===== config.mk =====
export PLATFORM = sky130hd
export DESIGN_NAME = chassis_frame_parser_core
export DESIGN_NICKNAME = d
export VERILOG_FILES = /design/src/rtl/cfp_pkg.sv /design/src/rtl/cfp_front.sv /design/src/rtl/cfp_queue.sv /design/src/rtl/cfp_back.sv /design/src/rtl/chassis_frame_parser_core.sv
export SDC_FILE = /design/constraint.sdc
export NUM_CORES = 1
export LEC_CHECK = 0
export ABC_AREA = 1
export BUFFER_PORTS_ARGS = -buffer_cell sky130_fd_sc_hd__buf_2
export CORE_ASPECT_RATIO = 0.5
export CORE_MARGIN = 1
export CORE_UTILIZATION = 41
export CTS_CLUSTER_DIAMETER = 150
export DETAILED_ROUTE_END_ITERATION = 16
export PLACE_DENSITY = 0.59
export SYNTH_ARGS = -nofsm -noshare
export SYNTH_HDL_FRONTEND = slang
export SYNTH_SLANG_ARGS = --single-unit

===== constraint.sdc =====
create_clock -name clk_i -period 13.2 [get_ports clk_i]
set_input_delay 1.32 -clock clk_i [delete_from_list [all_inputs] [get_ports clk_i]]
set_output_delay 1.32 -clock clk_i [all_outputs]
set_load 0.005 [all_outputs]

===== src/rtl/cfp_pkg.sv =====
// ----------------------------------------------------------------------------
// cfp_pkg
// Shared types, constants and the CRC-8 byte update for the chassis frame
// parser.
// ----------------------------------------------------------------------------
package cfp_pkg;

  // Frame delimiters and limits.
  localparam logic [7:0] HDR0     = 8'h55;
  localparam logic [7:0] HDR1     = 8'hAA;
  localparam logic [7:0] CRC_POLY = 8'h8C;
  localparam logic [7:0] MIN_LEN  = 8'd7;

  // Number of payload bytes that are captured.
  localparam int PAYLOAD_BYTES = 7;
  localparam int PIDX_W        = $clog2(PAYLOAD_BYTES + 1);

  // Angle division by a constant, done as a multiply by a rounded-up reciprocal.
  localparam int ANGLE_DIV    = 88;
  localparam int RECIP_SHIFT  = 22;
  localparam int RECIP_INT    = ((2 ** RECIP_SHIFT) + ANGLE_DIV - 1) / ANGLE_DIV;
  localparam logic [15:0] ANGLE_RECIP = 16'(RECIP_INT);

  // Field widths.
  localparam int SPEED_W = 16;
  localparam int ANGLE_W = 10;
  localparam int CTRL_W  = 8;
  localparam int PROD_W  = 32;

  // Output stream data width: fields packed, padded to whole bytes.
  localparam int FIELDS_W = 2 * SPEED_W + ANGLE_W + CTRL_W;
  localparam int TDATA_W  = ((FIELDS_W + 7) / 8) * 8;
  localparam int PAD_W    = TDATA_W - FIELDS_W;

  // Depth of the queue between the parser and the result stage.
  localparam int QUEUE_DEPTH = 2;
  localparam int QPTR_W      = $clog2(QUEUE_DEPTH);

  // Parser phases.
  typedef enum logic [2:0] {
    PH_HUNT0,
    PH_HUNT1,
    PH_LEN,
    PH_PAYLOAD,
    PH_CRC
  } phase_e;

  // Frame status codes.
  typedef enum logic [1:0] {
    STAT_OK    = 2'd0,
    STAT_CRC   = 2'd1,
    STAT_SHORT = 2'd2
  } status_e;

  // One finished frame as handed from the parser to the result stage.
  typedef struct packed {
    status_e            status;
    logic [CTRL_W-1:0]  ctrl;
    logic [15:0]        angle_raw;
    logic [SPEED_W-1:0] right;
    logic [SPEED_W-1:0] left;
  } frame_t;

  // Reflected CRC-8 update over one byte.
  function automatic logic [7:0] crc8_byte(input logic [7:0] crc, input logic [7:0] b);
    logic [7:0] c;
    c = crc ^ b;
    for (int k = 0; k < 8; k++) begin
      c = c[0] ? ((c >> 1) ^ CRC_POLY) : (c >> 1);
    end
    return c;
  endfunction

  // CRC state after both header bytes.
  localparam logic [7:0] CRC_AFTER_HDR = crc8_byte(crc8_byte(8'h00, HDR0), HDR1);

endpackage


===== src/rtl/cfp_front.sv =====
// ----------------------------------------------------------------------------
// cfp_front
// Byte parser: header hunt, length, payload capture and CRC check. Pushes one
// frame record per finished frame into the queue.
// ----------------------------------------------------------------------------
module cfp_front (
  input  logic           clk_i,
  input  logic           rst_ni,
  input  logic           byte_valid_i,
  output logic           byte_ready_o,
  input  logic [7:0]     byte_i,
  input  logic           queue_full_i,
  output logic           push_o,
  output cfp_pkg::frame_t push_data_o
);
  import cfp_pkg::*;

  phase_e            phase_q, phase_d;
  logic [7:0]        left_q, left_d;
  logic [7:0]        crc_q, crc_d;
  logic [PIDX_W-1:0] idx_q, idx_d;
  logic [7:0]        pay_q [PAYLOAD_BYTES];
  logic              accept;
  logic              idx_live;

  // A byte is taken whenever the queue can hold a possible frame record.
  assign byte_ready_o = ~queue_full_i;
  assign accept       = byte_valid_i & byte_ready_o;
  assign idx_live     = (idx_q < PIDX_W'(PAYLOAD_BYTES));

  // Next phase.
  always_comb begin
    phase_d = phase_q;
    if (accept) begin
      case (phase_q)
        PH_HUNT0: begin
          if (byte_i == HDR0) phase_d = PH_HUNT1;
        end
        PH_HUNT1: begin
          if (byte_i == HDR1) phase_d = PH_LEN;
          else if (byte_i != HDR0) phase_d = PH_HUNT0;
        end
        PH_LEN: begin
          phase_d = (byte_i < MIN_LEN) ? PH_HUNT0 : PH_PAYLOAD;
        end
        PH_PAYLOAD: begin
          if (left_q == 8'd1) phase_d = PH_CRC;
        end
        PH_CRC: begin
          phase_d = PH_HUNT0;
        end
        default: begin
          phase_d = PH_HUNT0;
        end
      endcase
    end
  end

  // Counters and running CRC.
  always_comb begin
    left_d = left_q;
    crc_d  = crc_q;
    idx_d  = idx_q;
    if (accept) begin
      case (phase_q)
        PH_HUNT1: begin
          crc_d = CRC_AFTER_HDR;
        end
        PH_LEN: begin
          left_d = byte_i;
          crc_d  = crc8_byte(crc_q, byte_i);
          idx_d  = '0;
        end
        PH_PAYLOAD: begin
          left_d = left_q - 8'd1;
          crc_d  = crc8_byte(crc_q, byte_i);
          if (idx_live) idx_d = idx_q + PIDX_W'(1);
        end
        default: begin
        end
      endcase
    end
  end

  // Frame record output.
  always_comb begin
    push_o      = 1'b0;
    push_data_o = '0;
    if (accept) begin
      case (phase_q)
        PH_LEN: begin
          if (byte_i < MIN_LEN) begin
            push_o             = 1'b1;
            push_data_o.status = STAT_SHORT;
          end
        end
        PH_CRC: begin
          push_o = 1'b1;
          if (byte_i != crc_q) begin
            push_data_o.status = STAT_CRC;
          end else begin
            push_data_o.status    = STAT_OK;
            push_data_o.left      = {pay_q[1], pay_q[0]};
            push_data_o.right     = {pay_q[3], pay_q[2]};
            push_data_o.angle_raw = {pay_q[5], pay_q[4]};
            push_data_o.ctrl      = pay_q[6];
          end
        end
        default: begin
        end
      endcase
    end
  end

  // Control registers.
  always_ff @(posedge clk_i or negedge rst_ni) begin
    if (!rst_ni) begin
      phase_q <= PH_HUNT0;
      left_q  <= '0;
      crc_q   <= '0;
      idx_q   <= '0;
    end else begin
      phase_q <= phase_d;
      left_q  <= left_d;
      crc_q   <= crc_d;
      idx_q   <= idx_d;
    end
  end

  // Payload capture of the first bytes of the frame.
  always_ff @(posedge clk_i) begin
    if (accept && (phase_q == PH_PAYLOAD) && idx_live) begin
      pay_q[idx_q[PIDX_W-1:0]] <= byte_i;
    end
  end

endmodule


===== src/rtl/cfp_queue.sv =====
// ----------------------------------------------------------------------------
// cfp_queue
// Short first-in first-out queue of frame records between parser and result
// stage.
// ----------------------------------------------------------------------------
module cfp_queue (
  input  logic            clk_i,
  input  logic            rst_ni,
  input  logic            push_i,
  input  cfp_pkg::frame_t push_data_i,
  output logic            full_o,
  input  logic            pop_i,
  output cfp_pkg::frame_t pop_data_o,
  output logic            empty_o
);
  import cfp_pkg::*;

  frame_t            mem_q [QUEUE_DEPTH];
  logic [QPTR_W-1:0] wr_ptr_q, wr_ptr_d;
  logic [QPTR_W-1:0] rd_ptr_q, rd_ptr_d;
  logic [QPTR_W:0]   count_q, count_d;
  logic              do_push;
  logic              do_pop;

  assign full_o     = (count_q == (QPTR_W + 1)'(QUEUE_DEPTH));
  assign empty_o    = (count_q == '0);
  assign do_push    = push_i & ~full_o;
  assign do_pop     = pop_i & ~empty_o;
  assign pop_data_o = mem_q[rd_ptr_q];

  // Pointer and fill level update.
  always_comb begin
    wr_ptr_d = wr_ptr_q;
    rd_ptr_d = rd_ptr_q;
    count_d  = count_q;
    if (do_push) begin
      wr_ptr_d = (wr_ptr_q == QPTR_W'(QUEUE_DEPTH - 1)) ? '0 : wr_ptr_q + QPTR_W'(1);
    end
    if (do_pop) begin
      rd_ptr_d = (rd_ptr_q == QPTR_W'(QUEUE_DEPTH - 1)) ? '0 : rd_ptr_q + QPTR_W'(1);
    end
    if (do_push && !do_pop) count_d = count_q + (QPTR_W + 1)'(1);
    else if (do_pop && !do_push) count_d = count_q - (QPTR_W + 1)'(1);
  end

  always_ff @(posedge clk_i or negedge rst_ni) begin
    if (!rst_ni) begin
      wr_ptr_q <= '0;
      rd_ptr_q <= '0;
      count_q  <= '0;
    end else begin
      wr_ptr_q <= wr_ptr_d;
      rd_ptr_q <= rd_ptr_d;
      count_q  <= count_d;
    end
  end

  // Entry storage.
  always_ff @(posedge clk_i) begin
    if (do_push) begin
      mem_q[wr_ptr_q] <= push_data_i;
    end
  end

endmodule


===== src/rtl/cfp_back.sv =====
// ----------------------------------------------------------------------------
// cfp_back
// Result stage: scales the raw angle by 1/88 through a reciprocal multiply and
// drives the output stream from a registered stage.
// ----------------------------------------------------------------------------
module cfp_back (
  input  logic                        clk_i,
  input  logic                        rst_ni,
  input  logic                        queue_empty_i,
  input  cfp_pkg::frame_t             queue_data_i,
  output logic                        pop_o,
  output logic                        res_valid_o,
  input  logic                        res_ready_i,
  output logic [cfp_pkg::TDATA_W-1:0] res_data_o,
  output logic [1:0]                  res_user_o
);
  import cfp_pkg::*;

  // Multiply stage.
  logic               a_valid_q;
  status_e            a_status_q;
  logic [SPEED_W-1:0] a_left_q;
  logic [SPEED_W-1:0] a_right_q;
  logic [CTRL_W-1:0]  a_ctrl_q;
  logic               a_neg_q;
  logic [PROD_W-1:0]  a_prod_q;
  // Output stage.
  logic               o_valid_q;
  status_e            o_status_q;
  logic [SPEED_W-1:0] o_left_q;
  logic [SPEED_W-1:0] o_right_q;
  logic [ANGLE_W-1:0] o_angle_q;
  logic [CTRL_W-1:0]  o_ctrl_q;

  logic               o_load;
  logic               a_load;
  logic               in_neg;
  logic [15:0]        in_mag;
  logic [ANGLE_W-1:0] quot;
  logic [ANGLE_W-1:0] angle_d;

  // Stages advance whenever the next one is free or draining.
  assign o_load = a_valid_q & (~o_valid_q | res_ready_i);
  assign a_load = ~a_valid_q | o_load;
  assign pop_o  = a_load & ~queue_empty_i;

  // Magnitude of the signed raw angle.
  assign in_neg = queue_data_i.angle_raw[15];
  assign in_mag = in_neg ? (16'd0 - queue_data_i.angle_raw) : queue_data_i.angle_raw;

  // Quotient of the magnitude, then sign restored (truncation toward zero).
  assign quot    = a_prod_q[RECIP_SHIFT +: ANGLE_W];
  assign angle_d = a_neg_q ? (ANGLE_W'(0) - quot) : quot;

  always_ff @(posedge clk_i or negedge rst_ni) begin
    if (!rst_ni) begin
      a_valid_q <= 1'b0;
      o_valid_q <= 1'b0;
    end else begin
      if (a_load) a_valid_q <= ~queue_empty_i;
      if (o_load) o_valid_q <= 1'b1;
      else if (res_ready_i) o_valid_q <= 1'b0;
    end
  end

  // Payload of the multiply stage.
  always_ff @(posedge clk_i) begin
    if (pop_o) begin
      a_status_q <= queue_data_i.status;
      a_left_q   <= queue_data_i.left;
      a_right_q  <= queue_data_i.right;
      a_ctrl_q   <= queue_data_i.ctrl;
      a_neg_q    <= in_neg;
      a_prod_q   <= in_mag * ANGLE_RECIP;
    end
  end

  // Payload of the output stage.
  always_ff @(posedge clk_i) begin
    if (o_load) begin
      o_status_q <= a_status_q;
      o_left_q   <= a_left_q;
      o_right_q  <= a_right_q;
      o_angle_q  <= angle_d;
      o_ctrl_q   <= a_ctrl_q;
    end
  end

  assign res_valid_o = o_valid_q;
  assign res_data_o  = {{PAD_W{1'b0}}, o_ctrl_q, o_angle_q, o_right_q, o_left_q};
  assign res_user_o  = o_status_q;

endmodule


===== src/rtl/chassis_frame_parser_core.sv =====
// Path: the byte that ends a frame (CRC byte or short length byte) pushes its
// record into the queue; the record then passes the multiply and output stages.
// Throughput: one received byte per cycle; the parser stalls only when the
// two-entry frame queue is full. The result stage takes one frame per cycle while m_axis_tready is high.
// Reset: asynchronous and active low; the parser returns to header hunting and
// the queue and result stages are emptied.
// ----------------------------------------------------------------------------
// chassis_frame_parser_core
// Serial frame parser with CRC-8 check, payload field extraction and angle
// scaling, with a queue between the byte parser and the result stage.
// ----------------------------------------------------------------------------
module chassis_frame_parser_core (
  input  logic                        clk_i,
  input  logic                        rst_ni,
  // Received byte stream.
  input  logic                        s_axis_tvalid,
  output logic                        s_axis_tready,
  input  logic [7:0]                  s_axis_tdata,  // [7:0] rx_byte
  // Frame result stream.
  output logic                        m_axis_tvalid,
  input  logic                        m_axis_tready,
  // [15:0] left_speed, [31:16] right_speed, [41:32] angle_value,
  // [49:42] control_bits, upper bits zero.
  output logic [cfp_pkg::TDATA_W-1:0] m_axis_tdata,
  output logic [1:0]                  m_axis_tuser   // [1:0] frame_status
);
  import cfp_pkg::*;

  logic   push;
  frame_t push_data;
  logic   queue_full;
  logic   pop;
  frame_t pop_data;
  logic   queue_empty;

  // Byte parser.
  cfp_front u_front (
    .clk_i        (clk_i),
    .rst_ni       (rst_ni),
    .byte_valid_i (s_axis_tvalid),
    .byte_ready_o (s_axis_tready),
    .byte_i       (s_axis_tdata),
    .queue_full_i (queue_full),
    .push_o       (push),
    .push_data_o  (push_data)
  );

  // Frame record queue.
  cfp_queue u_queue (
    .clk_i       (clk_i),
    .rst_ni      (rst_ni),
    .push_i      (push),
    .push_data_i (push_data),
    .full_o      (queue_full),
    .pop_i       (pop),
    .pop_data_o  (pop_data),
    .empty_o     (queue_empty)
  );

  // Result stage.
  cfp_back u_back (
    .clk_i         (clk_i),
    .rst_ni        (rst_ni),
    .queue_empty_i (queue_empty),
    .queue_data_i  (pop_data),
    .pop_o         (pop),
    .res_valid_o   (m_axis_tvalid),
    .res_ready_i   (m_axis_tready),
    .res_data_o    (m_axis_tdata),
    .res_user_o    (m_axis_tuser)
  );

endmodule


==> impl_summary.txt, run 1 <==
----------------------------------------------------
[Run status]
  Status ... finished clean

[Route]
  DRT Wirelength ... 38.1 mm
  Detailed-routing iteration count for the pre-antenna-repair pass ... 5
  Total vias in the final route ... 11,800
  Number of remaining DRC errors ... 0
  Wire length per cell ... 15.3 um
  Initial detailed-routing violation count ... 779
  Post-route ant nets ... 0
  Average via count per standard cell ... 4.72

[STA]
  Final sum of negative setup slack ... 0 ns
  Unrepaired setup endpoints after global routing ... false
  Hold violation total from the final report ... 0
  Final clock period utilization by the worst path ... 55.1%
  Clock skew after layout ... 0.0485 ns
  Final-report max-slew violation count ... 0
  Worst Max-Slew Pin Slew ... 1.25 ns
  Setup violation total in the final timing report ... 0
  Maximum achievable frequency ... 0.138 GHz
  Min cycle time layout ... 7.27 ns
  Normalized max-slew margin ... 15.8%

[Worst setup path]
  Worst Setup EP ... u_back.a_prod_q[31]
  Startpoint type of the worst setup path ... flip-flop
  Type of destination of the critical path ... flip-flop
  First element of the critical path ... u_queue.rd_ptr_q
  Capture instance of the worst register-to-register path ... u_back.a_prod_q[31]
  Worst r2r path cells ... 27
  Critical path peak fanout ... 67
  Most used cell along the critical path ... sky130_fd_sc_hd__inv_1
  Setup slack of the worst register-to-register path ... 5.93 ns
  Crit Path Category ... reg2reg
  Crit path buf inv count ... 9
  FF-to-FF Start ... u_queue.rd_ptr_q
  Maximum cell stage delay along the critical path ... 0.81 ns
  Cell class contributing the biggest share of worst-path delay ... adder cells
  Levels on crit path ... 27
  Cell type of the slowest stage on the worst timing path ... sky130_fd_sc_hd__nor4_2
  Required time at the worst-slack endpoint ... 13.52 ns
  Arrival time at the worst endpoint ... 7.59 ns

[Synthesis]
  Mean instance size in the synthesized netlist ... 9.92 um2
  Leading area contributor after synthesis ... sky130_fd_sc_hd__edfxtp_1
  Synthesis warning total ... 0
  Yosys top cell area share ... 46.1%
  Cell types with the largest area share after synthesis ... sky130_fd_sc_hd__edfxtp_1 46%, sky130_fd_sc_hd__ha_1 10%, sky130_fd_sc_hd__nand2_1 10%
  Post-synthesis instance total ... 1,818
  Portion of the post-synthesis area used by sequential elements ... 50.0%
  Netlist cell types ... 40
  Number of storage elements in the synthesis netlist ... 305
  Cell area after technology mapping ... 18,000 um2

[Final layout]
  Area added between synthesis and finish ... 10.7%
  Final net count ... 2,134
  Area taken by flip-flops and latches ... 9020 um2
  Number of inserted filler cells in the final layout ... 3,961
  Most frequent standard cell in the layout excluding fill and tap cells ... sky130_fd_sc_hd__nand2_1
  Highest-count cells in the layout ignoring fill and taps ... 482 x sky130_fd_sc_hd__nand2_1, 329 x sky130_fd_sc_hd__inv_1, 277 x sky130_fd_sc_hd__edfxtp_1
  Ratio of cells with drive above 1 in the final layout ... 7.79%
  Area taken by multi-input logic gates ... 7600 um2
  Diode insertion count for antenna repair ... 0

[Flow run]
  Count of maximum capacitance violations ... 0

[Placement]
  Final GP Congestion ... 0.879
  Post-detailed-placement half-perimeter wirelength ... 27.7 mm
  Number of buffers inserted by port buffering ... 65

[Floorplan]
  Die Height ... 150 um
  Chip width ... 299 um
  Core box area ... 42,600 um2
  Top-level port count ... 72
  Site Rows ... 53
  Die footprint ... 44,900 um2
  Starting utilization of the core area ... 42.3%

[Min path]
  Worst hold path type ... reg2reg

[GRT]
  Total track usage ... 17.1%
  Maximum number of pins on one net before global-route repair ... 68
  Number of global-route vias before repair ... 11,300
  Remaining global-route overflow ... 0
  Global-route wire length before repair ... 59.9 mm
  Number of antenna violations at the first check in global routing ... 0

[Clock tree]
  Inserted Clock Buffers ... 28
  Root Buffer Master ... sky130_fd_sc_hd__clkbuf_16
  Clock tree buffer depth ... 3
  H-tree depth ... 1
  Total of cells resized after clock tree synthesis ... 0
  Count of buffers added by post-CTS timing repair for setup ... 0
  Clock-pin slew reported for the worst setup and hold paths after clock tree synthesis ... 0.08 ns
  Clock tree from TritonCTS ... yes
  Clock latency on the worst-skew pair ... 0.58 ns
  Clock sink total ... 305
  Hold-fix buffers, CTS ... 0

----------------------------------------------------
metrics by stage:
stage / hold slack, ns / utilization, % / cells / area, um2 / setup WS [ns]
after global routing: 0.427 / 46.8 / 2490 / 20000 / 5.30
after global placement: 0.402 / 44.6 / 2438 / 19000 / 5.99
final: 0.418 / 46.8 / 2490 / 20000 / 5.93
after CTS: 0.419 / 46.8 / 2490 / 20000 / 5.94
after detailed placement: 0.405 / 44.6 / 2438 / 19000 / 5.98
after floorplan: 0.400 / - / 1823 / 18000 / 6.97
worst min-delay path by stage:
stage | depth (start not counted) | startpoint | endpoint
2_1_floorplan | 0 | u_back.a_ctrl_q[0] | u_back.o_ctrl_q[0]
3_3_place_gp | 0 | u_back.a_left_q[6] | u_back.o_left_q[6]
3_5_place_dp | 0 | u_back.a_ctrl_q[6] | u_back.o_ctrl_q[6]
4_1_cts | 0 | u_back.a_right_q[5] | u_back.o_right_q[5]
5_1_grt | 0 | u_back.a_right_q[2] | u_back.o_right_q[2]
6_report | 0 | u_back.a_right_q[5] | u_back.o_right_q[5]
cell type report:
cell class,instances,area share (%)
Clock buffer,29,3.53
Clock inverter,23,1.27
Inverter,336,6.32
Multi-Input combinational cell,1146,38.1
Sequential cell,305,45.2
Tap cell,577,3.62
Timing Repair Buffer,74,1.97
layer usage:
layer | track usage, % | part of all wire [%] | vias up
met4 | 3.72 | 1.7 | 0
met3 | 1.90 | 3.0 | 43
met1 | 23.1 | 47 | 5596
met5 | 0 | 0 | -
li1 | - | - | 5958
met2 | 29.7 | 48 | 158
Yosys cell counts:
cell type	count
sky130_fd_sc_hd__nand2_1	483
sky130_fd_sc_hd__inv_1	330
sky130_fd_sc_hd__edfxtp_1	277
sky130_fd_sc_hd__ha_1	148
sky130_fd_sc_hd__nor2_1	144
sky130_fd_sc_hd__fa_1	83
sky130_fd_sc_hd__nand3_1	73
sky130_fd_sc_hd__o21ai_0	49
sky130_fd_sc_hd__a21oi_1	46
sky130_fd_sc_hd__xor2_1	32
sky130_fd_sc_hd__dfrtp_1	28
sky130_fd_sc_hd__nor3_1	18
sky130_fd_sc_hd__clkbuf_1	11
sky130_fd_sc_hd__xnor2_1	11
sky130_fd_sc_hd__buf_2	9
sky130_fd_sc_hd__buf_4	8
sky130_fd_sc_hd__nand4_1	8
sky130_fd_sc_hd__buf_1	6
sky130_fd_sc_hd__inv_2	6
sky130_fd_sc_hd__o21bai_1	5
sky130_fd_sc_hd__nand2_2	4
sky130_fd_sc_hd__nor2_2	4
sky130_fd_sc_hd__o22ai_1	4
sky130_fd_sc_hd__nand3b_1	3
sky130_fd_sc_hd__o211ai_1	3
sky130_fd_sc_hd__or2_1	3
sky130_fd_sc_hd__a21o_1	2
sky130_fd_sc_hd__a31o_2	2
sky130_fd_sc_hd__buf_6	2
sky130_fd_sc_hd__nor4_1	2
sky130_fd_sc_hd__o21a_1	2
sky130_fd_sc_hd__o21ai_2	2
sky130_fd_sc_hd__o31ai_1	2
sky130_fd_sc_hd__or2_2	2
sky130_fd_sc_hd__a21boi_0	1
sky130_fd_sc_hd__a21boi_2	1
sky130_fd_sc_hd__conb_1	1
sky130_fd_sc_hd__nor2_4	1
sky130_fd_sc_hd__nor4_2	1
sky130_fd_sc_hd__o21ai_1	1
worst register-to-register path: stages, from the launching register on:
cell	delay, ns
sky130_fd_sc_hd__dfrtp_2	0.37
sky130_fd_sc_hd__buf_4	0.60
sky130_fd_sc_hd__nand2_1	0.16
sky130_fd_sc_hd__o21ai_2	0.09
sky130_fd_sc_hd__buf_4	0.28
sky130_fd_sc_hd__inv_2	0.11
sky130_fd_sc_hd__nor4_2	0.81
sky130_fd_sc_hd__inv_1	0.29
sky130_fd_sc_hd__fa_1	0.57
sky130_fd_sc_hd__inv_1	0.04
sky130_fd_sc_hd__ha_1	0.26
sky130_fd_sc_hd__inv_1	0.05
sky130_fd_sc_hd__fa_1	0.50
sky130_fd_sc_hd__inv_1	0.05
sky130_fd_sc_hd__fa_1	0.46
sky130_fd_sc_hd__fa_1	0.54
sky130_fd_sc_hd__inv_1	0.05
sky130_fd_sc_hd__fa_1	0.52
sky130_fd_sc_hd__inv_1	0.04
sky130_fd_sc_hd__ha_1	0.31
sky130_fd_sc_hd__a21oi_1	0.18
sky130_fd_sc_hd__o21ai_0	0.12
sky130_fd_sc_hd__a21oi_1	0.25
sky130_fd_sc_hd__nor2_1	0.07
sky130_fd_sc_hd__nor2_1	0.12
sky130_fd_sc_hd__nand2_1	0.06
sky130_fd_sc_hd__nand2_1	0.05
sky130_fd_sc_hd__nand2_1	0.04
cells by family (layout without fill, tap and decap cells):
logic type	count (synthesis)	in the layout	synth area share, %
simple gates	746	746	16.6
other cells	1	6	0.0208
buf+inv	372	462	8.06
compound gates	120	120	3.69
xor+xnor	43	43	2.09
flops	305	305	50.0
fa+ha+maj	231	231	19.5
flip-flops by register name, indices dropped and copies added (netlist names):
signal              cells
u_back.o_right_q       16
u_back.a_ctrl_q         8
u_queue.wr_ptr_q        1
u_back.a_valid_q        1
u_queue.mem_q         116
u_front.crc_q           8
u_back.o_left_q        16
u_back.o_angle_q       10
u_back.a_left_q        16
u_queue.rd_ptr_q        1
u_queue.count_q         2
u_front.pay_q          56
u_back.o_ctrl_q         8
u_back.a_status_q       2
u_front.idx_q           3
u_front.phase_q         3
u_back.a_neg_q          1
u_back.res_user_o       2
u_front.left_q          8
u_back.a_prod_q        10
u_back.a_right_q       16
u_back.res_valid_o      1
Power of run 1 is not shown: default switching activity piles up to over one toggle a cycle in this logic, so the estimate is an artifact.
==> inputs of run 2 (changes only) <==
--- a/config.mk
+++ b/config.mk
@@ -12,7 +12,7 @@
 export CORE_UTILIZATION = 41
 export CTS_CLUSTER_DIAMETER = 150
 export DETAILED_ROUTE_END_ITERATION = 16
-export PLACE_DENSITY = 0.59
+export PLACE_DENSITY = 0.61
 export SYNTH_ARGS = -nofsm -noshare
 export SYNTH_HDL_FRONTEND = slang
 export SYNTH_SLANG_ARGS = --single-unit
==> constraint.sdc (replaced) <==
create_clock -name clk_i -period 6.6 [get_ports clk_i]
set_input_delay 0.66 -clock clk_i [delete_from_list [all_inputs] [get_ports clk_i]]
set_output_delay 0.66 -clock clk_i [all_outputs]
set_load 0.005 [all_outputs]
==> run 2 against run 1 <==
Effect of this change: worst hold slack lost 0.26 ns; register-to-register slack lost 5.6 ns; global-route usage grew 0.16 points; largest cell class unchanged.
==> impl_summary.txt, run 2 (synthesis results as in run 1) <==
----------------------------------------------------
[Run status]
  Status ... finished clean

[Route]
  Total vias in the final route ... 11,800
  Average via count per standard cell ... 4.69
  Wire length per cell ... 15.2 um
  DRT Wirelength ... 38.2 mm
  Post-route ant nets ... 0
  Initial detailed-routing violation count ... 688
  Number of remaining DRC errors ... 0
  Detailed-routing iteration count for the pre-antenna-repair pass ... 7

[Floorplan]
  Core box area ... 42,600 um2
  Die Height ... 150 um
  Starting utilization of the core area ... 42.3%
  Die footprint ... 44,900 um2
  Top-level port count ... 72
  Chip width ... 299 um
  Site Rows ... 53

[STA]
  Hold violation total from the final report ... 0
  Min cycle time layout ... 6.31 ns
  Final-report max-slew violation count ... 0
  Maximum achievable frequency ... 0.159 GHz
  Setup violation total in the final timing report ... 0
  Clock skew after layout ... 0.00953 ns
  Final clock period utilization by the worst path ... 95.6%
  Normalized max-slew margin ... 25.5%
  Worst Max-Slew Pin Slew ... 1.11 ns

[Worst setup path]
  Maximum cell stage delay along the critical path ... 0.54 ns
  Required time at the worst-slack endpoint ... 6.92 ns
  Cell type of the slowest stage on the worst timing path ... sky130_fd_sc_hd__fa_1
  Critical path peak fanout ... 7
  Startpoint type of the worst setup path ... flip-flop
  Crit path buf inv count ... 9
  Most used cell along the critical path ... sky130_fd_sc_hd__nand2_1
  Crit Path Category ... reg2reg
  Type of destination of the critical path ... flip-flop
  Arrival time at the worst endpoint ... 6.63 ns
  Cell class contributing the biggest share of worst-path delay ... adder cells

[Flow run]
  Count of maximum capacitance violations ... 0

[Clock tree]
  Inserted Clock Buffers ... 28
  Clock tree from TritonCTS ... yes
  Clock sink total ... 305
  Clock-pin slew reported for the worst setup and hold paths after clock tree synthesis ... 0.07 ns
  Clock tree buffer depth ... 3
  Hold-fix buffers, CTS ... 0
  Root Buffer Master ... sky130_fd_sc_hd__clkbuf_16
  H-tree depth ... 1
  Clock latency on the worst-skew pair ... 0.55 ns

[Final layout]
  Highest-count cells in the layout ignoring fill and taps ... 474 x sky130_fd_sc_hd__nand2_1, 323 x sky130_fd_sc_hd__inv_1, 277 x sky130_fd_sc_hd__edfxtp_1
  Most frequent standard cell in the layout excluding fill and tap cells ... sky130_fd_sc_hd__nand2_1
  Final core area utilization ... 47.5%
  Diode insertion count for antenna repair ... 0
  Flip-flop count of the largest register after layout ... 116
  Register name with the most flops ... u_queue.mem_q
  Area added between synthesis and finish ... 12.3%
  Ratio of cells with drive above 1 in the final layout ... 10.5%
  Final net count ... 2,163

[Min path]
  Worst hold path type ... in2async

[GRT]
  Number of global-route vias before repair ... 11,500
  Global-route wire length before repair ... 60.6 mm
  Number of antenna violations at the first check in global routing ... 0
  Total track usage ... 17.3%
  Remaining global-route overflow ... 0
  Maximum number of pins on one net before global-route repair ... 47

[Placement]
  Post-detailed-placement half-perimeter wirelength ... 28.4 mm
  Final GP Congestion ... 0.948
  Number of buffers inserted by port buffering ... 65

----------------------------------------------------
-- run 2: repair_timing --
action                     in CTS  in global routing
buffers inserted                0                 12
setup endpoints to repair       0                 10
gates resized for setup         0                 49
-- run 2: per-layer routing --
metal | up-vias | routed length (um) | GRT usage, %
li1 | 6008 | - | -
met1 | 5567 | 18100 | 23.6
met2 | 199 | 18300 | 29.6
met3 | 35 | 1360 | 2.18
met4 | 0 | 495 | 3.51
met5 | - | 0 | 0
-- run 2: layout make-up --
cell class	count	area, um2
Clock buffer	38	748
Sequential cell	305	9020
Multi-Input combinational cell	1146	7750
Timing Repair Buffer	103	622
Inverter	336	1270
Clock inverter	14	114
Fill cell	3932	22400
Tap cell	577	722
-- run 2: final timing paths --
path	from	endpoint	slack [ns]	cells after the start
min in group clk_i	m_axis_tready	u_back.res_valid_o	0.40	4
hold reg to reg	u_back.a_left_q[7]	u_back.o_left_q[7]	0.42	0
setup / recovery	u_queue.rd_ptr_q	u_back.a_prod_q[29]	0.29	30
setup reg to reg	u_queue.rd_ptr_q	u_back.a_prod_q[29]	0.29	30
hold / removal	rst_ni	u_back.res_valid_o	0.16	1
max in group asynchronous	rst_ni	u_queue.rd_ptr_q	5.92	1
-- run 2: through the flow --
| stage | std cells | setup WS (ns) | cell area [um2] | hold WS, ns | TNS [ns] |
|---|---|---|---|---|---|
| after detailed placement | 2455 | 0.111 | 19100 | 0.407 | 0 |
| after global routing | 2519 | -0.0455 | 20200 | 0.188 | -0.176 |
| final | 2519 | 0.292 | 20200 | 0.159 | 0 |
| after global placement | 2455 | 0.215 | 19100 | 0.401 | 0 |
| after CTS | 2507 | 0.110 | 20000 | 0.163 | 0 |
| after floorplan | 1823 | 0.368 | 18000 | 0.364 | 0 |
Power of run 2 is left out for the same reason.
==> inputs of run 3 (changes only) <==
--- a/config.mk
+++ b/config.mk
@@ -5,7 +5,6 @@
 export SDC_FILE = /design/constraint.sdc
 export NUM_CORES = 1
 export LEC_CHECK = 0
-export ABC_AREA = 1
 export BUFFER_PORTS_ARGS = -buffer_cell sky130_fd_sc_hd__buf_2
 export CORE_ASPECT_RATIO = 0.5
 export CORE_MARGIN = 1
==> constraint.sdc (replaced) <==
create_clock -name clk_i -period 5.7 [get_ports clk_i]
set_input_delay 0.57 -clock clk_i [delete_from_list [all_inputs] [get_ports clk_i]]
set_output_delay 0.57 -clock clk_i [all_outputs]
set_load 0.005 [all_outputs]
==> run 3 against run 2 <==
Effect of this change: the flow now finishes with violations (negative setup slack); non-clock buffer count up 125; worst hold slack worse by 0.10 ns; synthesized area shrank 5.5%; first-iteration DRC count decreased by 27%; synthesized cell count decreased by 30%; highest routed layer unchanged.
==> impl_summary.txt, run 3 <==
----------------------------------------------------
[Floorplan]
  Die Height ... 146 um
  Top-level port count ... 72
  Core box area ... 40,700 um2
  Starting utilization of the core area ... 41.9%
  Chip width ... 290 um
  Die footprint ... 42,400 um2
  Site Rows ... 52

[Route]
  Number of remaining DRC errors ... 0
  Post-route ant nets ... 0
  DRT Wirelength ... 33.5 mm
  Wire length per cell ... 16.2 um
  Initial detailed-routing violation count ... 500
  Total vias in the final route ... 9,864
  Detailed-routing iteration count for the pre-antenna-repair pass ... 5
  Average via count per standard cell ... 4.77

[Final layout]
  Final core area utilization ... 50.8%
  Area taken by flip-flops and latches ... 9020 um2
  Final design instance area without fill ... 20,600 um2
  Area added between synthesis and finish ... 21.2%
  Diode insertion count for antenna repair ... 0
  Register name with the most flops ... u_queue.mem_q
  Highest-count cells in the layout ignoring fill and taps ... 277 x sky130_fd_sc_hd__edfxtp_1, 197 x sky130_fd_sc_hd__inv_1, 156 x sky130_fd_sc_hd__buf_4
  Final net count ... 1,750
  Ratio of cells with drive above 1 in the final layout ... 27.3%
  Area taken by multi-input logic gates ... 7550 um2
  Non-filler instance count after layout ... 2,070
  Most frequent standard cell in the layout excluding fill and tap cells ... sky130_fd_sc_hd__edfxtp_1
  Flip-flop count of the largest register after layout ... 116
  Number of inserted filler cells in the final layout ... 3,371

[GRT]
  Maximum number of pins on one net before global-route repair ... 59
  Global-route wire length before repair ... 54.4 mm
  Total track usage ... 16.0%
  Remaining global-route overflow ... 0
  Number of antenna violations at the first check in global routing ... 0
  Number of global-route vias before repair ... 10,500

[Clock tree]
  Clock tree from TritonCTS ... yes
  Root Buffer Master ... sky130_fd_sc_hd__clkbuf_16
  Inserted Clock Buffers ... 29
  Clock sink total ... 305
  Clock tree buffer depth ... 3
  Clock-pin slew reported for the worst setup and hold paths after clock tree synthesis ... 0.06 ns
  Clock latency on the worst-skew pair ... 0.57 ns
  H-tree depth ... 1

[Synthesis]
  Leading post-synthesis cells by instance count ... 277 x sky130_fd_sc_hd__edfxtp_1, 212 x sky130_fd_sc_hd__inv_1, 148 x sky130_fd_sc_hd__ha_1, 83 x sky130_fd_sc_hd__fa_1, 68 x sky130_fd_sc_hd__and2_1
  Cell area after technology mapping ... 17,000 um2
  Netlist cell types ... 71
  Synthesis warning total ... 0
  Leading area contributor after synthesis ... sky130_fd_sc_hd__edfxtp_1
  Number of storage elements in the synthesis netlist ... 305
  Mean instance size in the synthesized netlist ... 13.4 um2
  Most repeated cell in the gate-level netlist after synthesis ... sky130_fd_sc_hd__edfxtp_1
  Cell types with the largest area share after synthesis ... sky130_fd_sc_hd__edfxtp_1 49%, sky130_fd_sc_hd__ha_1 11%, sky130_fd_sc_hd__fa_1 9.8%
  Post-synthesis instance total ... 1,272
  Yosys top cell area share ... 48.8%
  Portion of the post-synthesis area used by sequential elements ... 53.0%
  Asr flop ratio synth ... 9.18%
  Post-synth EDFFs ... 277
  Most used flip-flop cell after synthesis ... sky130_fd_sc_hd__edfxtp_1

[Worst setup path]
  FF-to-FF Start ... u_queue.rd_ptr_q
  Arrival time at the worst endpoint ... 7.10 ns
  Startpoint type of the worst setup path ... flip-flop
  Crit Path Category ... reg2reg
  Cell type of the slowest stage on the worst timing path ... sky130_fd_sc_hd__fa_1
  Most used cell along the critical path ... sky130_fd_sc_hd__inv_2
  Type of destination of the critical path ... flip-flop
  First element of the critical path ... u_queue.rd_ptr_q
  Critical path peak fanout ... 5
  Required time at the worst-slack endpoint ... 6.02 ns
  Maximum cell stage delay along the critical path ... 0.54 ns

[Placement]
  Number of buffers inserted by port buffering ... 65
  Post-detailed-placement half-perimeter wirelength ... 24.4 mm
  Post-Place Cell Area ... 19,200 um2
  Cell total after placement ... 1,998
  Final GP Congestion ... 0.858

[STA]
  Final clock period utilization by the worst path ... 119%
  Normalized max-slew margin ... 24.0%
  Clock skew after layout ... 0.00953 ns
  Maximum achievable frequency ... 0.147 GHz
  Hold violation total from the final report ... 0
  Final worst-path setup slack ... -1.08 ns
  Final-report max-slew violation count ... 0
  Unrepaired setup endpoints after global routing ... true
  Min cycle time layout ... 6.78 ns
  Worst Max-Slew Pin Slew ... 1.13 ns
  Setup violation total in the final timing report ... 10

[Run status]
  Violations in the final reports ... negative setup slack
  Status ... finished, violations left

[Min path]
  Worst hold path type ... in2async

[Flow run]
  Count of maximum capacitance violations ... 0

----------------------------------------------------
run 3: cells by family (layout without fill, tap and decap cells):
kind of cell | count (synthesis) | count (layout) | share of synthesized area (%)
mux | 52 | 52 | 3.47
xor+xnor | 88 | 88 | 5.17
flops | 305 | 305 | 53.0
simple gates | 230 | 230 | 7.38
buf+inv | 243 | 496 | 5.65
other cells | 1 | 6 | 0.0220
compound gates | 120 | 120 | 4.60
fa+ha+maj | 233 | 233 | 20.7
run 3: metal layers:
layer / global-route usage, % / share of wire, % / vias up
li1: - / - / 4821
met1: 20.8 / 46 / 4884
met2: 28.3 / 50 / 120
met3: 2.09 / 2.7 / 39
met4: 3.78 / 1.5 / 0
met5: 0 / 0 / -
run 3: final cells by class:
type	instances	share of cell area (%)
timing repair buffer	228	7.74
multi-input combinational	729	36.6
sequential	305	43.7
tap	540	3.27
clock buffer	30	3.53
inverter	214	3.89
clock inverter	24	1.28
run 3: worst paths after layout:
check | end | slack [ns] | depth (start not counted)
max | u_back.a_prod_q[24] | -1.08 | 28
min | u_back.res_valid_o | 0.06 | 1
max reg2reg | u_back.a_prod_q[24] | -1.08 | 28
min reg2reg | u_back.o_ctrl_q[5] | 0.42 | 0
max in group asynchronous | u_queue.rd_ptr_q | 5.09 | 1
min in group clk_i | u_back.res_valid_o | 0.28 | 3
run 3: through the flow:
step	hold slack, ns	worst slack, ns	setup TNS [ns]
6_report	0.0574	-1.08	-10.14
5_1_grt	0.0788	-1.36	-12.64
4_1_cts	0.0498	-1.12	-10.43
3_5_place_dp	0.405	-1.19	-10.62
3_3_place_gp	0.401	-1.00	-8.93
2_1_floorplan	0.274	-1.36	-11.73
run 3: worst max-delay path, delay by kind of cell, from the launching register on:
kind	cells	cell delay, ns
flops	1	0.50
compound gates	4	0.70
xor+xnor	2	0.32
mux	1	0.22
fa+ha+maj	7	3.03
buf+inv	8	0.68
simple gates	6	1.10
run 3: repair_timing:
item | CTS | global route
resized for setup | 18 | 41
buffers inserted | 11 | 8
setup endpoints to repair | 10 | 10
pin swaps | 19 | 30
hold buffers | 0 | 0
Power of run 3 is left out for the same reason.
